[src/sv/mppt_perturb_observe_duty_macros.svh]
`ifndef MPPT_PERTURB_OBSERVE_DUTY_MACROS_SVH
`define MPPT_PERTURB_OBSERVE_DUTY_MACROS_SVH

// same-cycle implication, checked outside reset
`define MPD_ASSERT_IMP(label, clk, rst_n, ante, cons, msg) \
  label: assert property (@(posedge clk) disable iff (!rst_n) (ante) |-> (cons)) \
    else $error(msg);

// next-cycle implication, checked outside reset
`define MPD_ASSERT_NXT(label, clk, rst_n, ante, cons, msg) \
  label: assert property (@(posedge clk) disable iff (!rst_n) (ante) |=> (cons)) \
    else $error(msg);

`endif

[src/sv/mppt_pod_pkg.sv]
package mppt_pod_pkg;

  localparam int DUTY_W     = 13;
  localparam int STEP_W     = 10;
  localparam int ADC_W      = 12;
  localparam int WIN_W      = 11;
  localparam int SUM_W      = 20;
  localparam int TICK_W     = 8;
  localparam int POW_W      = 2 * ADC_W;
  localparam int CFG_IDX_W  = 3;
  localparam int CFG_DATA_W = 13;

  localparam int WINDOW_TICKS = 200;

  // exact sum / WINDOW_TICKS as (sum * DIV_MULT) >> DIV_SHIFT for any sum below 2**SUM_W
  localparam int DIV_SHIFT           = SUM_W + $clog2(WINDOW_TICKS);
  localparam longint unsigned DIV_MULT =
    ((64'd1 << DIV_SHIFT) + WINDOW_TICKS - 1) / WINDOW_TICKS;
  localparam int DIV_MULT_W          = SUM_W + 1;
  localparam int PROD_W              = SUM_W + DIV_MULT_W;

  localparam logic [DUTY_W-1:0] RST_DUTY_MAX      = 13'd4800;
  localparam logic [STEP_W-1:0] RST_MPPT_STEP     = 10'd50;
  localparam logic [ADC_W-1:0]  RST_OV_LIMIT      = 12'd3100;
  localparam logic [STEP_W-1:0] RST_OV_STEP       = 10'd10;
  localparam logic [ADC_W-1:0]  RST_MIN_INPUT     = 12'd50;
  localparam logic [WIN_W-1:0]  RST_TRACK_WINDOWS = 11'd1000;
  localparam logic [WIN_W-1:0]  RST_PERIOD_WINDOWS = 11'd2000;

  typedef enum logic [CFG_IDX_W-1:0] {
    CFG_DUTY_MAX       = 3'd0,
    CFG_MPPT_STEP      = 3'd1,
    CFG_OV_LIMIT       = 3'd2,
    CFG_OV_STEP        = 3'd3,
    CFG_MIN_INPUT      = 3'd4,
    CFG_TRACK_WINDOWS  = 3'd5,
    CFG_PERIOD_WINDOWS = 3'd6
  } cfg_idx_t;

  typedef logic signed [DUTY_W+1:0] duty_ext_t;

  typedef struct packed {
    logic [DUTY_W-1:0] duty_max;
    logic [STEP_W-1:0] mppt_step;
    logic [ADC_W-1:0]  ov_limit;
    logic [STEP_W-1:0] ov_step;
    logic [ADC_W-1:0]  min_input;
    logic [WIN_W-1:0]  track_windows;
    logic [WIN_W-1:0]  period_windows;
  } cfg_regs_t;

  typedef struct packed {
    logic              start;
    logic              take;
    logic [SUM_W-1:0]  v_sum;
    logic [SUM_W-1:0]  i_sum;
    logic [DUTY_W-1:0] duty;
  } trk_req_t;

  typedef struct packed {
    logic              busy;
    logic              done;
    logic [DUTY_W-1:0] duty;
  } trk_rsp_t;

  function automatic logic [DUTY_W-1:0] clamp_duty(duty_ext_t d, logic [DUTY_W-1:0] dmax);
    logic [DUTY_W-1:0] r;
    if (d < 0) begin
      r = '0;
    end else if (d > duty_ext_t'(dmax)) begin
      r = dmax;
    end else begin
      r = d[DUTY_W-1:0];
    end
    return r;
  endfunction

endpackage

[src/sv/mppt_pod_if.sv]
interface mppt_pod_in_if;
  logic                           valid;
  logic                           ready;
  logic                           emergency;
  logic [mppt_pod_pkg::ADC_W-1:0] out_voltage;
  logic [mppt_pod_pkg::ADC_W-1:0] in_voltage;
  logic [mppt_pod_pkg::ADC_W-1:0] in_current;

  modport source (output valid, emergency, out_voltage, in_voltage, in_current,
                  input ready);
  modport sink (input valid, emergency, out_voltage, in_voltage, in_current,
                output ready);
endinterface

interface mppt_pod_out_if;
  logic                            valid;
  logic                            ready;
  logic [mppt_pod_pkg::DUTY_W-1:0] duty;
  logic                            enable_out;
  logic                            tracked;
  logic                            overvoltage;

  modport source (output valid, duty, enable_out, tracked, overvoltage, input ready);
  modport sink (input valid, duty, enable_out, tracked, overvoltage, output ready);
endinterface

[src/sv/mppt_pod_cfg.sv]
module mppt_pod_cfg (
  input  logic                                 clk,
  input  logic                                 rst_n,
  input  logic                                 cfg_we,
  input  logic [mppt_pod_pkg::CFG_IDX_W-1:0]   cfg_index,
  input  logic [mppt_pod_pkg::CFG_DATA_W-1:0]  cfg_wdata,
  output mppt_pod_pkg::cfg_regs_t              cfg
);

  mppt_pod_pkg::cfg_regs_t regs_r;
  mppt_pod_pkg::cfg_regs_t regs_nxt;

  always_comb begin
    regs_nxt = regs_r;
    if (cfg_we) begin
      case (cfg_index)
        mppt_pod_pkg::CFG_DUTY_MAX: begin
          regs_nxt.duty_max = cfg_wdata[mppt_pod_pkg::DUTY_W-1:0];
        end
        mppt_pod_pkg::CFG_MPPT_STEP: begin
          regs_nxt.mppt_step = cfg_wdata[mppt_pod_pkg::STEP_W-1:0];
        end
        mppt_pod_pkg::CFG_OV_LIMIT: begin
          regs_nxt.ov_limit = cfg_wdata[mppt_pod_pkg::ADC_W-1:0];
        end
        mppt_pod_pkg::CFG_OV_STEP: begin
          regs_nxt.ov_step = cfg_wdata[mppt_pod_pkg::STEP_W-1:0];
        end
        mppt_pod_pkg::CFG_MIN_INPUT: begin
          regs_nxt.min_input = cfg_wdata[mppt_pod_pkg::ADC_W-1:0];
        end
        mppt_pod_pkg::CFG_TRACK_WINDOWS: begin
          regs_nxt.track_windows = cfg_wdata[mppt_pod_pkg::WIN_W-1:0];
        end
        mppt_pod_pkg::CFG_PERIOD_WINDOWS: begin
          regs_nxt.period_windows = cfg_wdata[mppt_pod_pkg::WIN_W-1:0];
        end
        default: begin
          regs_nxt = regs_r;
        end
      endcase
    end
  end

  always_ff @(posedge clk) begin
    if (!rst_n) begin
      regs_r.duty_max       <= mppt_pod_pkg::RST_DUTY_MAX;
      regs_r.mppt_step      <= mppt_pod_pkg::RST_MPPT_STEP;
      regs_r.ov_limit       <= mppt_pod_pkg::RST_OV_LIMIT;
      regs_r.ov_step        <= mppt_pod_pkg::RST_OV_STEP;
      regs_r.min_input      <= mppt_pod_pkg::RST_MIN_INPUT;
      regs_r.track_windows  <= mppt_pod_pkg::RST_TRACK_WINDOWS;
      regs_r.period_windows <= mppt_pod_pkg::RST_PERIOD_WINDOWS;
    end else begin
      regs_r <= regs_nxt;
    end
  end

  assign cfg = regs_r;

endmodule

[src/sv/mppt_pod_trk.sv]
module mppt_pod_trk (
  input  logic                    clk,
  input  logic                    rst_n,
  input  mppt_pod_pkg::trk_req_t  req,
  input  mppt_pod_pkg::cfg_regs_t cfg,
  output mppt_pod_pkg::trk_rsp_t  rsp
);

  logic s1_r, s2_r, s3_r;
  logic [mppt_pod_pkg::SUM_W-1:0]  vsum_r, isum_r;
  logic [mppt_pod_pkg::DUTY_W-1:0] base_r;
  logic [mppt_pod_pkg::ADC_W-1:0]  vavg_r, iavg_r;
  logic [mppt_pod_pkg::POW_W-1:0]  pnew_r;
  logic [mppt_pod_pkg::DUTY_W-1:0] last_step_r;
  logic [mppt_pod_pkg::POW_W-1:0]  last_pow_r;

  logic [mppt_pod_pkg::PROD_W-1:0] vprod, iprod;
  logic [mppt_pod_pkg::POW_W-1:0]  pnew;
  logic                            went_down, go_up;
  mppt_pod_pkg::duty_ext_t         stepped;
  logic [mppt_pod_pkg::DUTY_W-1:0] duty_new;

  // stage 1: window averages by reciprocal multiply
  assign vprod = mppt_pod_pkg::PROD_W'(vsum_r) * mppt_pod_pkg::PROD_W'(mppt_pod_pkg::DIV_MULT);
  assign iprod = mppt_pod_pkg::PROD_W'(isum_r) * mppt_pod_pkg::PROD_W'(mppt_pod_pkg::DIV_MULT);

  // stage 2: power of this window
  assign pnew = mppt_pod_pkg::POW_W'(vavg_r) * mppt_pod_pkg::POW_W'(iavg_r);

  // stage 3: perturb and observe decision
  always_comb begin
    went_down = last_step_r > base_r;
    go_up     = (pnew_r >= last_pow_r) ? !went_down : went_down;
    if (go_up) begin
      stepped = mppt_pod_pkg::duty_ext_t'(base_r) + mppt_pod_pkg::duty_ext_t'(cfg.mppt_step);
    end else begin
      stepped = mppt_pod_pkg::duty_ext_t'(base_r) - mppt_pod_pkg::duty_ext_t'(cfg.mppt_step);
    end
    if (vavg_r < cfg.min_input) begin
      stepped = '0;
    end
    duty_new = mppt_pod_pkg::clamp_duty(stepped, cfg.duty_max);
  end

  always_ff @(posedge clk) begin
    if (!rst_n) begin
      s1_r        <= 1'b0;
      s2_r        <= 1'b0;
      s3_r        <= 1'b0;
      last_step_r <= '0;
      last_pow_r  <= '0;
    end else begin
      s1_r <= req.start;
      s2_r <= s1_r;
      s3_r <= s2_r | (s3_r & !req.take);
      if (s3_r && req.take) begin
        last_step_r <= duty_new;
        last_pow_r  <= pnew_r;
      end
    end
  end

  always_ff @(posedge clk) begin
    if (req.start) begin
      vsum_r <= req.v_sum;
      isum_r <= req.i_sum;
      base_r <= req.duty;
    end
    if (s1_r) begin
      vavg_r <= vprod[mppt_pod_pkg::DIV_SHIFT +: mppt_pod_pkg::ADC_W];
      iavg_r <= iprod[mppt_pod_pkg::DIV_SHIFT +: mppt_pod_pkg::ADC_W];
    end
    if (s2_r) begin
      pnew_r <= pnew;
    end
  end

  assign rsp.busy = s1_r | s2_r | s3_r;
  assign rsp.done = s3_r;
  assign rsp.duty = duty_new;

endmodule

[src/sv/mppt_perturb_observe_duty.sv]
// latency: a tick's result is valid in the cycle after the tick is accepted
// a tick that ends a window and takes a tracking step: result goes through the
//   average-divide, power-multiply and decision stages, input held off meanwhile
// throughput: one tick per cycle otherwise, while the output is empty or taken
// reset: rst_n synchronous active low, restores register defaults, zeroes the
//   control state and clears the emergency halt, which nothing else clears
`include "mppt_perturb_observe_duty_macros.svh"

module mppt_perturb_observe_duty (
  input  logic                                clk,
  input  logic                                rst_n,
  mppt_pod_in_if.sink                         in_ch,
  mppt_pod_out_if.source                      out_ch,
  input  logic                                cfg_we,
  input  logic [mppt_pod_pkg::CFG_IDX_W-1:0]  cfg_index,
  input  logic [mppt_pod_pkg::CFG_DATA_W-1:0] cfg_wdata
);

  mppt_pod_pkg::cfg_regs_t cfg;
  mppt_pod_pkg::trk_req_t  trk_req;
  mppt_pod_pkg::trk_rsp_t  trk_rsp;

  logic [mppt_pod_pkg::DUTY_W-1:0] duty_r, duty_nxt;
  logic                            pend_r, pend_nxt;
  logic                            halted_r, halted_nxt;
  logic [mppt_pod_pkg::SUM_W-1:0]  vsum_r, vsum_nxt;
  logic [mppt_pod_pkg::SUM_W-1:0]  isum_r, isum_nxt;
  logic [mppt_pod_pkg::TICK_W-1:0] tick_r, tick_nxt;
  logic [mppt_pod_pkg::WIN_W-1:0]  win_r, win_nxt;
  logic                            ov_hold_r, ov_hold_nxt;

  logic                            out_valid_r, out_valid_nxt;
  logic [mppt_pod_pkg::DUTY_W-1:0] out_duty_r;
  logic                            out_en_r, out_trk_r, out_ov_r;

  logic                            in_fire, out_free, out_load, ov;
  logic [mppt_pod_pkg::DUTY_W-1:0] res_duty, duty_ov;
  logic                            res_en, res_trk, res_ov;
  logic [mppt_pod_pkg::SUM_W:0]    vsum_w, isum_w;
  logic [mppt_pod_pkg::TICK_W-1:0] tick_inc;
  logic [mppt_pod_pkg::WIN_W-1:0]  win_inc;
  logic                            win_end, wrap;
  mppt_pod_pkg::duty_ext_t         duty_dec;

  mppt_pod_cfg u_cfg (
    .clk       (clk),
    .rst_n     (rst_n),
    .cfg_we    (cfg_we),
    .cfg_index (cfg_index),
    .cfg_wdata (cfg_wdata),
    .cfg       (cfg)
  );

  mppt_pod_trk u_trk (
    .clk   (clk),
    .rst_n (rst_n),
    .req   (trk_req),
    .cfg   (cfg),
    .rsp   (trk_rsp)
  );

  assign out_free    = !out_valid_r || out_ch.ready;
  assign in_ch.ready = !trk_rsp.busy && out_free;
  assign in_fire     = in_ch.valid && in_ch.ready;

  always_comb begin
    ov = in_ch.out_voltage > cfg.ov_limit;

    // overvoltage on two ticks in a row steps the duty down
    if (ov && pend_r) begin
      duty_dec = mppt_pod_pkg::duty_ext_t'(duty_r) - mppt_pod_pkg::duty_ext_t'(cfg.ov_step);
    end else begin
      duty_dec = mppt_pod_pkg::duty_ext_t'(duty_r);
    end
    duty_ov = mppt_pod_pkg::clamp_duty(duty_dec, cfg.duty_max);

    vsum_w   = {1'b0, vsum_r} + (mppt_pod_pkg::SUM_W+1)'(in_ch.in_voltage);
    isum_w   = {1'b0, isum_r} + (mppt_pod_pkg::SUM_W+1)'(in_ch.in_current);
    tick_inc = tick_r + 1'b1;
    win_end  = tick_inc >= mppt_pod_pkg::TICK_W'(mppt_pod_pkg::WINDOW_TICKS);
    win_inc  = win_r + 1'b1;
    wrap     = win_inc >= cfg.period_windows;
  end

  always_comb begin
    duty_nxt    = duty_r;
    pend_nxt    = pend_r;
    halted_nxt  = halted_r;
    vsum_nxt    = vsum_r;
    isum_nxt    = isum_r;
    tick_nxt    = tick_r;
    win_nxt     = win_r;
    ov_hold_nxt = ov_hold_r;
    out_load    = 1'b0;
    res_duty    = '0;
    res_en      = 1'b0;
    res_trk     = 1'b0;
    res_ov      = 1'b0;
    trk_req.start = 1'b0;
    trk_req.take  = out_free;
    trk_req.v_sum = vsum_w[mppt_pod_pkg::SUM_W] ? '1 : vsum_w[mppt_pod_pkg::SUM_W-1:0];
    trk_req.i_sum = isum_w[mppt_pod_pkg::SUM_W] ? '1 : isum_w[mppt_pod_pkg::SUM_W-1:0];
    trk_req.duty  = duty_ov;

    if (in_fire) begin
      if (halted_r) begin
        out_load = 1'b1;
      end else if (in_ch.emergency) begin
        duty_nxt   = '0;
        halted_nxt = 1'b1;
        out_load   = 1'b1;
        res_ov     = ov;
      end else begin
        pend_nxt = ov;
        duty_nxt = duty_ov;
        if (win_end) begin
          vsum_nxt = '0;
          isum_nxt = '0;
          tick_nxt = '0;
          win_nxt  = wrap ? '0 : win_inc;
        end else begin
          vsum_nxt = trk_req.v_sum;
          isum_nxt = trk_req.i_sum;
          tick_nxt = tick_inc;
        end
        if (win_end && !wrap && (win_inc < cfg.track_windows)) begin
          // result waits for the tracking step
          trk_req.start = 1'b1;
          ov_hold_nxt   = ov;
        end else begin
          out_load = 1'b1;
          res_duty = duty_ov;
          res_en   = 1'b1;
          res_ov   = ov;
        end
      end
    end

    if (trk_rsp.done && out_free) begin
      duty_nxt = trk_rsp.duty;
      out_load = 1'b1;
      res_duty = trk_rsp.duty;
      res_en   = 1'b1;
      res_trk  = 1'b1;
      res_ov   = ov_hold_r;
    end

    if (out_load) begin
      out_valid_nxt = 1'b1;
    end else if (out_ch.ready) begin
      out_valid_nxt = 1'b0;
    end else begin
      out_valid_nxt = out_valid_r;
    end
  end

  always_ff @(posedge clk) begin
    if (!rst_n) begin
      duty_r      <= '0;
      pend_r      <= 1'b0;
      halted_r    <= 1'b0;
      vsum_r      <= '0;
      isum_r      <= '0;
      tick_r      <= '0;
      win_r       <= '0;
      ov_hold_r   <= 1'b0;
      out_valid_r <= 1'b0;
    end else begin
      duty_r      <= duty_nxt;
      pend_r      <= pend_nxt;
      halted_r    <= halted_nxt;
      vsum_r      <= vsum_nxt;
      isum_r      <= isum_nxt;
      tick_r      <= tick_nxt;
      win_r       <= win_nxt;
      ov_hold_r   <= ov_hold_nxt;
      out_valid_r <= out_valid_nxt;
    end
  end

  always_ff @(posedge clk) begin
    if (out_load) begin
      out_duty_r <= res_duty;
      out_en_r   <= res_en;
      out_trk_r  <= res_trk;
      out_ov_r   <= res_ov;
    end
  end

  assign out_ch.valid       = out_valid_r;
  assign out_ch.duty        = out_duty_r;
  assign out_ch.enable_out  = out_en_r;
  assign out_ch.tracked     = out_trk_r;
  assign out_ch.overvoltage = out_ov_r;

  `MPD_ASSERT_IMP(a_busy_blocks_input, clk, rst_n, trk_rsp.busy, !in_ch.ready,
                  "input accepted while tracking step in flight")
  `MPD_ASSERT_IMP(a_disabled_zero, clk, rst_n, out_ch.valid && !out_ch.enable_out,
                  (out_ch.duty == '0) && !out_ch.tracked,
                  "disabled result carries duty or tracking flag")
  `MPD_ASSERT_NXT(a_halt_sticks, clk, rst_n, halted_r, halted_r,
                  "halt cleared without reset")
  `MPD_ASSERT_IMP(a_duty_clamped, clk, rst_n, out_ch.valid && out_ch.enable_out,
                  out_ch.duty <= cfg.duty_max,
                  "result duty above upper clamp")

endmodule

[src/flat_wrapper.sv]
// flat-port wrapper written by rule: the top's interface ports become plain ports
module mppt_perturb_observe_duty_flat 
  (clk, rst_n, cfg_we, cfg_index, cfg_wdata, in_ch_valid, in_ch_emergency, in_ch_out_voltage, in_ch_in_voltage, in_ch_in_current, in_ch_ready, out_ch_valid, out_ch_duty, out_ch_enable_out, out_ch_tracked, out_ch_overvoltage, out_ch_ready);
  mppt_pod_in_if in_ch_i ();
  mppt_pod_out_if out_ch_i ();
  input  logic clk;
  input  logic rst_n;
  input  logic cfg_we;
  input  logic [mppt_pod_pkg::CFG_IDX_W-1:0] cfg_index;
  input  logic [mppt_pod_pkg::CFG_DATA_W-1:0] cfg_wdata;
  input wire logic [$bits(in_ch_i.valid)-1:0] in_ch_valid;
  input wire logic [$bits(in_ch_i.emergency)-1:0] in_ch_emergency;
  input wire logic [$bits(in_ch_i.out_voltage)-1:0] in_ch_out_voltage;
  input wire logic [$bits(in_ch_i.in_voltage)-1:0] in_ch_in_voltage;
  input wire logic [$bits(in_ch_i.in_current)-1:0] in_ch_in_current;
  output wire logic [$bits(in_ch_i.ready)-1:0] in_ch_ready;
  output wire logic [$bits(out_ch_i.valid)-1:0] out_ch_valid;
  output wire logic [$bits(out_ch_i.duty)-1:0] out_ch_duty;
  output wire logic [$bits(out_ch_i.enable_out)-1:0] out_ch_enable_out;
  output wire logic [$bits(out_ch_i.tracked)-1:0] out_ch_tracked;
  output wire logic [$bits(out_ch_i.overvoltage)-1:0] out_ch_overvoltage;
  input wire logic [$bits(out_ch_i.ready)-1:0] out_ch_ready;
  assign in_ch_i.valid = in_ch_valid;
  assign in_ch_i.emergency = in_ch_emergency;
  assign in_ch_i.out_voltage = in_ch_out_voltage;
  assign in_ch_i.in_voltage = in_ch_in_voltage;
  assign in_ch_i.in_current = in_ch_in_current;
  assign in_ch_ready = in_ch_i.ready;
  assign out_ch_valid = out_ch_i.valid;
  assign out_ch_duty = out_ch_i.duty;
  assign out_ch_enable_out = out_ch_i.enable_out;
  assign out_ch_tracked = out_ch_i.tracked;
  assign out_ch_overvoltage = out_ch_i.overvoltage;
  assign out_ch_i.ready = out_ch_ready;
  mppt_perturb_observe_duty u_core (.clk(clk), .rst_n(rst_n), .in_ch(in_ch_i), .out_ch(out_ch_i), .cfg_we(cfg_we), .cfg_index(cfg_index), .cfg_wdata(cfg_wdata));
endmodule
[config.mk]
export PLATFORM = sky130hd
export DESIGN_NAME = mppt_perturb_observe_duty_flat
export DESIGN_NICKNAME = d
export VERILOG_FILES = /design/src/sv/mppt_pod_pkg.sv /design/src/sv/mppt_pod_if.sv /design/src/sv/mppt_pod_cfg.sv /design/src/sv/mppt_pod_trk.sv /design/src/sv/mppt_perturb_observe_duty.sv /design/src/flat_wrapper.sv
export VERILOG_INCLUDE_DIRS = /design/src /design/src/sv
export SDC_FILE = /design/constraint.sdc
export NUM_CORES = 2
export LEC_CHECK = 0
export BUFFER_PORTS_ARGS = -buffer_cell sky130_fd_sc_hd__buf_2
export CAP_MARGIN = 40
export CORE_MARGIN = 2
export CORE_UTILIZATION = 45
export CTS_BUF_LIST = sky130_fd_sc_hd__clkbuf_4 sky130_fd_sc_hd__clkbuf_8
export CTS_CLUSTER_SIZE = 20
export DETAILED_ROUTE_END_ITERATION = 8
export PLACE_DENSITY = 0.66
export SLEW_MARGIN = 10
export SYNTH_ARGS = -nofsm -noshare
export SYNTH_HDL_FRONTEND = slang
export SYNTH_SLANG_ARGS = --single-unit
[constraint.sdc]
create_clock -name clk -period 5.8 [get_ports clk]
set_input_delay 0.29 -clock clk [delete_from_list [all_inputs] [get_ports clk]]
set_output_delay 0.29 -clock clk [all_outputs]
set_load 0.01 [all_outputs]
==> flow_metrics.py <==
metrics = {
    "global_route": {
        "grt_max_degree": 148,
        "grt_usage_pct": 21.8,
        "antenna_found_initial": 1,
        "grt_pass1_wl_um": 148000,
        "grt_pass1_vias": 28400,
        "gr-total-overflow": 0,
    },
    "power_and_ir_drop": {
        "comb_power_share_pct": 9.8,
        "p_clk_share_pct": 45.4,
        "p_leak_nw": 21.0,
        "p_total_mw": 5.24,
        "power_frac_seq_pct": 44.8,
        "internal_power_mw": 3.86,
        "p_sw_mw": 1.37,
        "vdd_drop_max_mv": 0.150,
        "powerDensity_nw_per_um2": 121,
        "swShare_pct": 26.2,
    },
    "critical_path": {
        "cpPeakStageDelay_ps": 540,
        "rrSetupSlack_ps": -490,
        "cpMostUsedCell": "fa_1",
        "crit_path_max_fanout": 5,
        "endpoint_kind": "flip-flop",
        "critPathKind": "reg -> reg",
        "required_ps": 6180,
        "path_cells": "ha_4, inv_2, fa_1, fa_2, fa_1, inv_1, fa_1, fa_1, inv_1, fa_1, inv_2, ha_4, a21o_1, a221oi_2, o21ai_1, a211o_1, a41oi_2, o21ai_2, buf_4, or2_4, a21oi_2, xnor2_1",
        "critPathLaunchType": "flip-flop",
        "reg2reg_depth": 22,
        "crit-reg2reg-launch": "u_core.u_trk.vsum_r[8]$_DFFE_PP_",
        "crit_slowest_cell": "edfxtp_1",
        "r2r_end": "u_core.u_trk.vavg_r[7]$_DFFE_PP_",
        "cp_data_arrival_time_ps": 6670,
    },
    "placement": {
        "place_area_um2": 40300,
        "port_buffers": 75,
        "gp_congestion": 0.906,
        "dp.cells": 5269,
        "hpwl_um": 73800,
    },
    "logic_synthesis": {
        "synth_area_um2": 36800,
        "syn-num-nets": 5070,
        "synth_top_area_share_pct": 22.5,
        "syn_area_per_cell_um2": 9.28,
        "async_flop_share_pct": 0,
        "synth_edf_count": 117,
        "netlist_top_cells_area": "ha_1 (22%), fa_1 (21%), dfxtp_1 (11%), edfxtp_1 (9.6%), inv_1 (8.2%)",
        "synth_flop_cell": "dfxtp_1",
        "synthCells": 3961,
        "ys_types": 87,
        "yosysWarnings": 0,
        "synth-seq-cells": 312,
        "synth.yosys.seq_area_share_pct": 20.2,
        "synth_area_leader_cell": "ha_1",
    },
    "route": {
        "ant_nets": 0,
        "vias": 28100,
        "drt-pass1-iter-count": 7,
        "via_per_inst": 5.15,
        "drt-wirelength-per-cell_um": 16.9,
        "drt-initial-drc-count": 1588,
        "drcViolationCount": 0,
        "drt_wl_total_um": 92200,
    },
    "hold_path": {
        "hp-class": "in -> reg",
        "whs_path_depth": 4,
        "min_to": "u_core.u_trk.vsum_r[11]$_DFFE_PP_",
        "holdCritStartpoint": "in_ch_in_voltage[11]",
    },
    "sta": {
        "skew_ps": 90.1,
        "slew_viol_final": 0,
        "fin_ws_ps": -489,
        "setup_violations": 20,
        "max_freq_mhz": 159,
        "tightest_slew_ps": 833,
        "rsz0062_at_grt": "true",
        "final-hold-violation-count": 0,
        "min_period_ps": 6290,
        "finalCritPeriodShare_pct": 108,
        "relSlewSlack_pct": 44.3,
        "setup-tns-final_ps": -6210,
    },
    "status": {
        "violations": "setup timing",
        "status": "complete, but fails checks",
    },
    "layout": {
        "instances_no_fill": 5457,
        "fin_nets": 5454,
        "layout.cells.most_common": "inv_1",
        "area_delta_synth_final_pct": 17.5,
        "drive_above_1_share_pct": 16.2,
        "postLayoutCellArea_um2": 43200,
        "final_util_pct": 53.6,
        "final_cell_mix": "inv_1 (784), ha_1 (614), nand2_1 (411)",
    },
    "clock_network": {
        "cts.clk_slew.worst_paths_ps": 60,
        "root_buffer": "clkbuf_8",
        "htree_levels": 2,
        "cts_buffers": 57,
        "clockBufferDepth": 3,
        "cts_tree": "built",
        "insertion_delay_ps": 710,
        "clock_sinks": 312,
    },
    "die": {
        "num_rows": 104,
        "core_area_um2": 80700,
        "die_y_um": 290,
        "die-area_um2": 84000,
        "io_pins": 76,
        "initial_core_util_pct": 45.6,
        "die_width_um": 290,
    },
    "run": {
        "timing.max_cap.violations": 0,
    },
}
[power by group through the flow]
stage                     clock network (mW)  logic [mW]  registers, mW
final                                   2.38       0.512           2.35
after global routing                    2.53       0.570           2.35
after CTS                               2.44       0.509           2.35
after detailed placement                   0       0.495           2.39
after global placement                     0       0.486           2.39
after floorplan                            0       0.326           2.38
[stage by stage]
stage | hold WS [ps] | setup WS, ps
6_report | 93.3 | -489
5_1_grt | 99.8 | -708
4_1_cts | 57.7 | -501
3_5_place_dp | 455 | -709
3_3_place_gp | 449 | -661
2_1_floorplan | 429 | -303
[how the worst max path moves through the flow]
stage                                            startpoint  slack [ps]  cells past startpoint                           endpoint
after CTS                  u_core.u_trk.isum_r[4]$_DFFE_PP_        -500                     24  u_core.u_trk.iavg_r[11]$_DFFE_PP_
after detailed placement  u_core.u_trk.isum_r[11]$_DFFE_PP_        -710                     23  u_core.u_trk.iavg_r[11]$_DFFE_PP_
after global placement    u_core.u_trk.isum_r[12]$_DFFE_PP_        -660                     22  u_core.u_trk.iavg_r[11]$_DFFE_PP_
final                      u_core.u_trk.vsum_r[8]$_DFFE_PP_        -490                     22   u_core.u_trk.vavg_r[7]$_DFFE_PP_
after floorplan            u_core.u_trk.isum_r[9]$_DFFE_PP_        -300                     22  u_core.u_trk.iavg_r[11]$_DFFE_PP_
after global routing      u_core.u_trk.vsum_r[13]$_DFFE_PP_        -710                     22   u_core.u_trk.vavg_r[7]$_DFFE_PP_
[synthesized netlist by cell type, types with 6 or more instances]
cell / n
a211o_1: 7
buf_2: 12
o31ai_1: 7
a22o_1: 23
nor2_1: 148
nand4_1: 21
or4_1: 12
nand3_1: 65
fa_1: 391
mux2_2: 7
o21ai_0: 93
nand3b_1: 10
dfxtp_1: 195
a21boi_0: 95
o211ai_1: 41
a22oi_1: 11
ha_1: 660
o21ai_1: 17
a41o_1: 7
and3_1: 18
a21oi_1: 114
nor3b_1: 18
and2_1: 83
a211oi_1: 18
or3_1: 12
nor4_1: 13
a21o_1: 20
clkbuf_1: 93
nor3_1: 48
mux2i_1: 15
a31oi_1: 12
a41oi_1: 6
xor2_1: 28
o21a_1: 34
inv_1: 808
a2111oi_0: 9
a21boi_1: 9
or2_2: 13
o21bai_1: 8
nand2b_1: 29
xnor2_1: 58
nor2b_1: 60
edfxtp_1: 117
nand2_1: 412
[worst max-delay path: cells and delay by family, from the launching register on]
family                   cells  cell delay (ps)
AND/OR/NAND/NOR              1              230
XOR/XNOR                     1               70
flip-flops                   1              540
adder cells (fa/ha/maj)      8             3460
buffers and inverters        5              340
AO/OA/AOI/OAI                7             1310
[cell families (layout without fill, tap and decap cells)]
family / after synthesis / count (layout) / synth area share, %
fa+ha+maj: 1051 / 1051 / 43.8
simple gates: 978 / 978 / 12.7
buf+inv: 919 / 1352 / 9.48
compound gates: 593 / 593 / 11.2
flops: 312 / 312 / 20.2
xor+xnor: 86 / 86 / 2.05
mux: 22 / 22 / 0.623
other cells: 0 / 3 / 0
[timing repair]
item,4_1_cts,5_1_grt
resized for setup,80,105
endpoints found under the hold margin,77,0
pin swaps,38,62
setup endpoints to repair,23,67
hold buffers,18,0
setup buffers,18,41
cloned,0,1
[final cells by class]
cell class,count,area [µm²]
inverter,808,3040
sequential,312,7420
antenna,3,7.51
clock inverter,19,191
clock buffer,89,1100
timing repair buffer,436,3350
multi-input combinational,2730,26800
tap,1060,1330
fill,7228,37500
[per-layer routing]
layer | global-route usage (%) | routed length [µm] | part of all wire, %
met5 | 0 | 0 | 0
met4 | 6.63 | 2870 | 3.1
met3 | 3.19 | 4340 | 4.7
met2 | 36.2 | 43400 | 47
met1 | 29.5 | 41600 | 45
[sequential cells by signal (all words and copies together), names as in the netlist, 8 cells and up]
signal / count
u_core.u_cfg.cfg: 79
u_core.u_trk.last_pow_r: 24
u_core.u_trk.pnew_r: 24
u_core.isum_r: 20
u_core.u_trk.isum_r: 20
u_core.u_trk.vsum_r: 20
u_core.vsum_r: 20
u_core.duty_r: 13
u_core.out_ch.duty: 13
u_core.u_trk.base_r: 13
u_core.u_trk.last_step_r: 13
u_core.u_trk.iavg_r: 12
u_core.u_trk.vavg_r: 12
u_core.win_r: 11
u_core.tick_r: 8
Power figures use the tool's default switching activity.
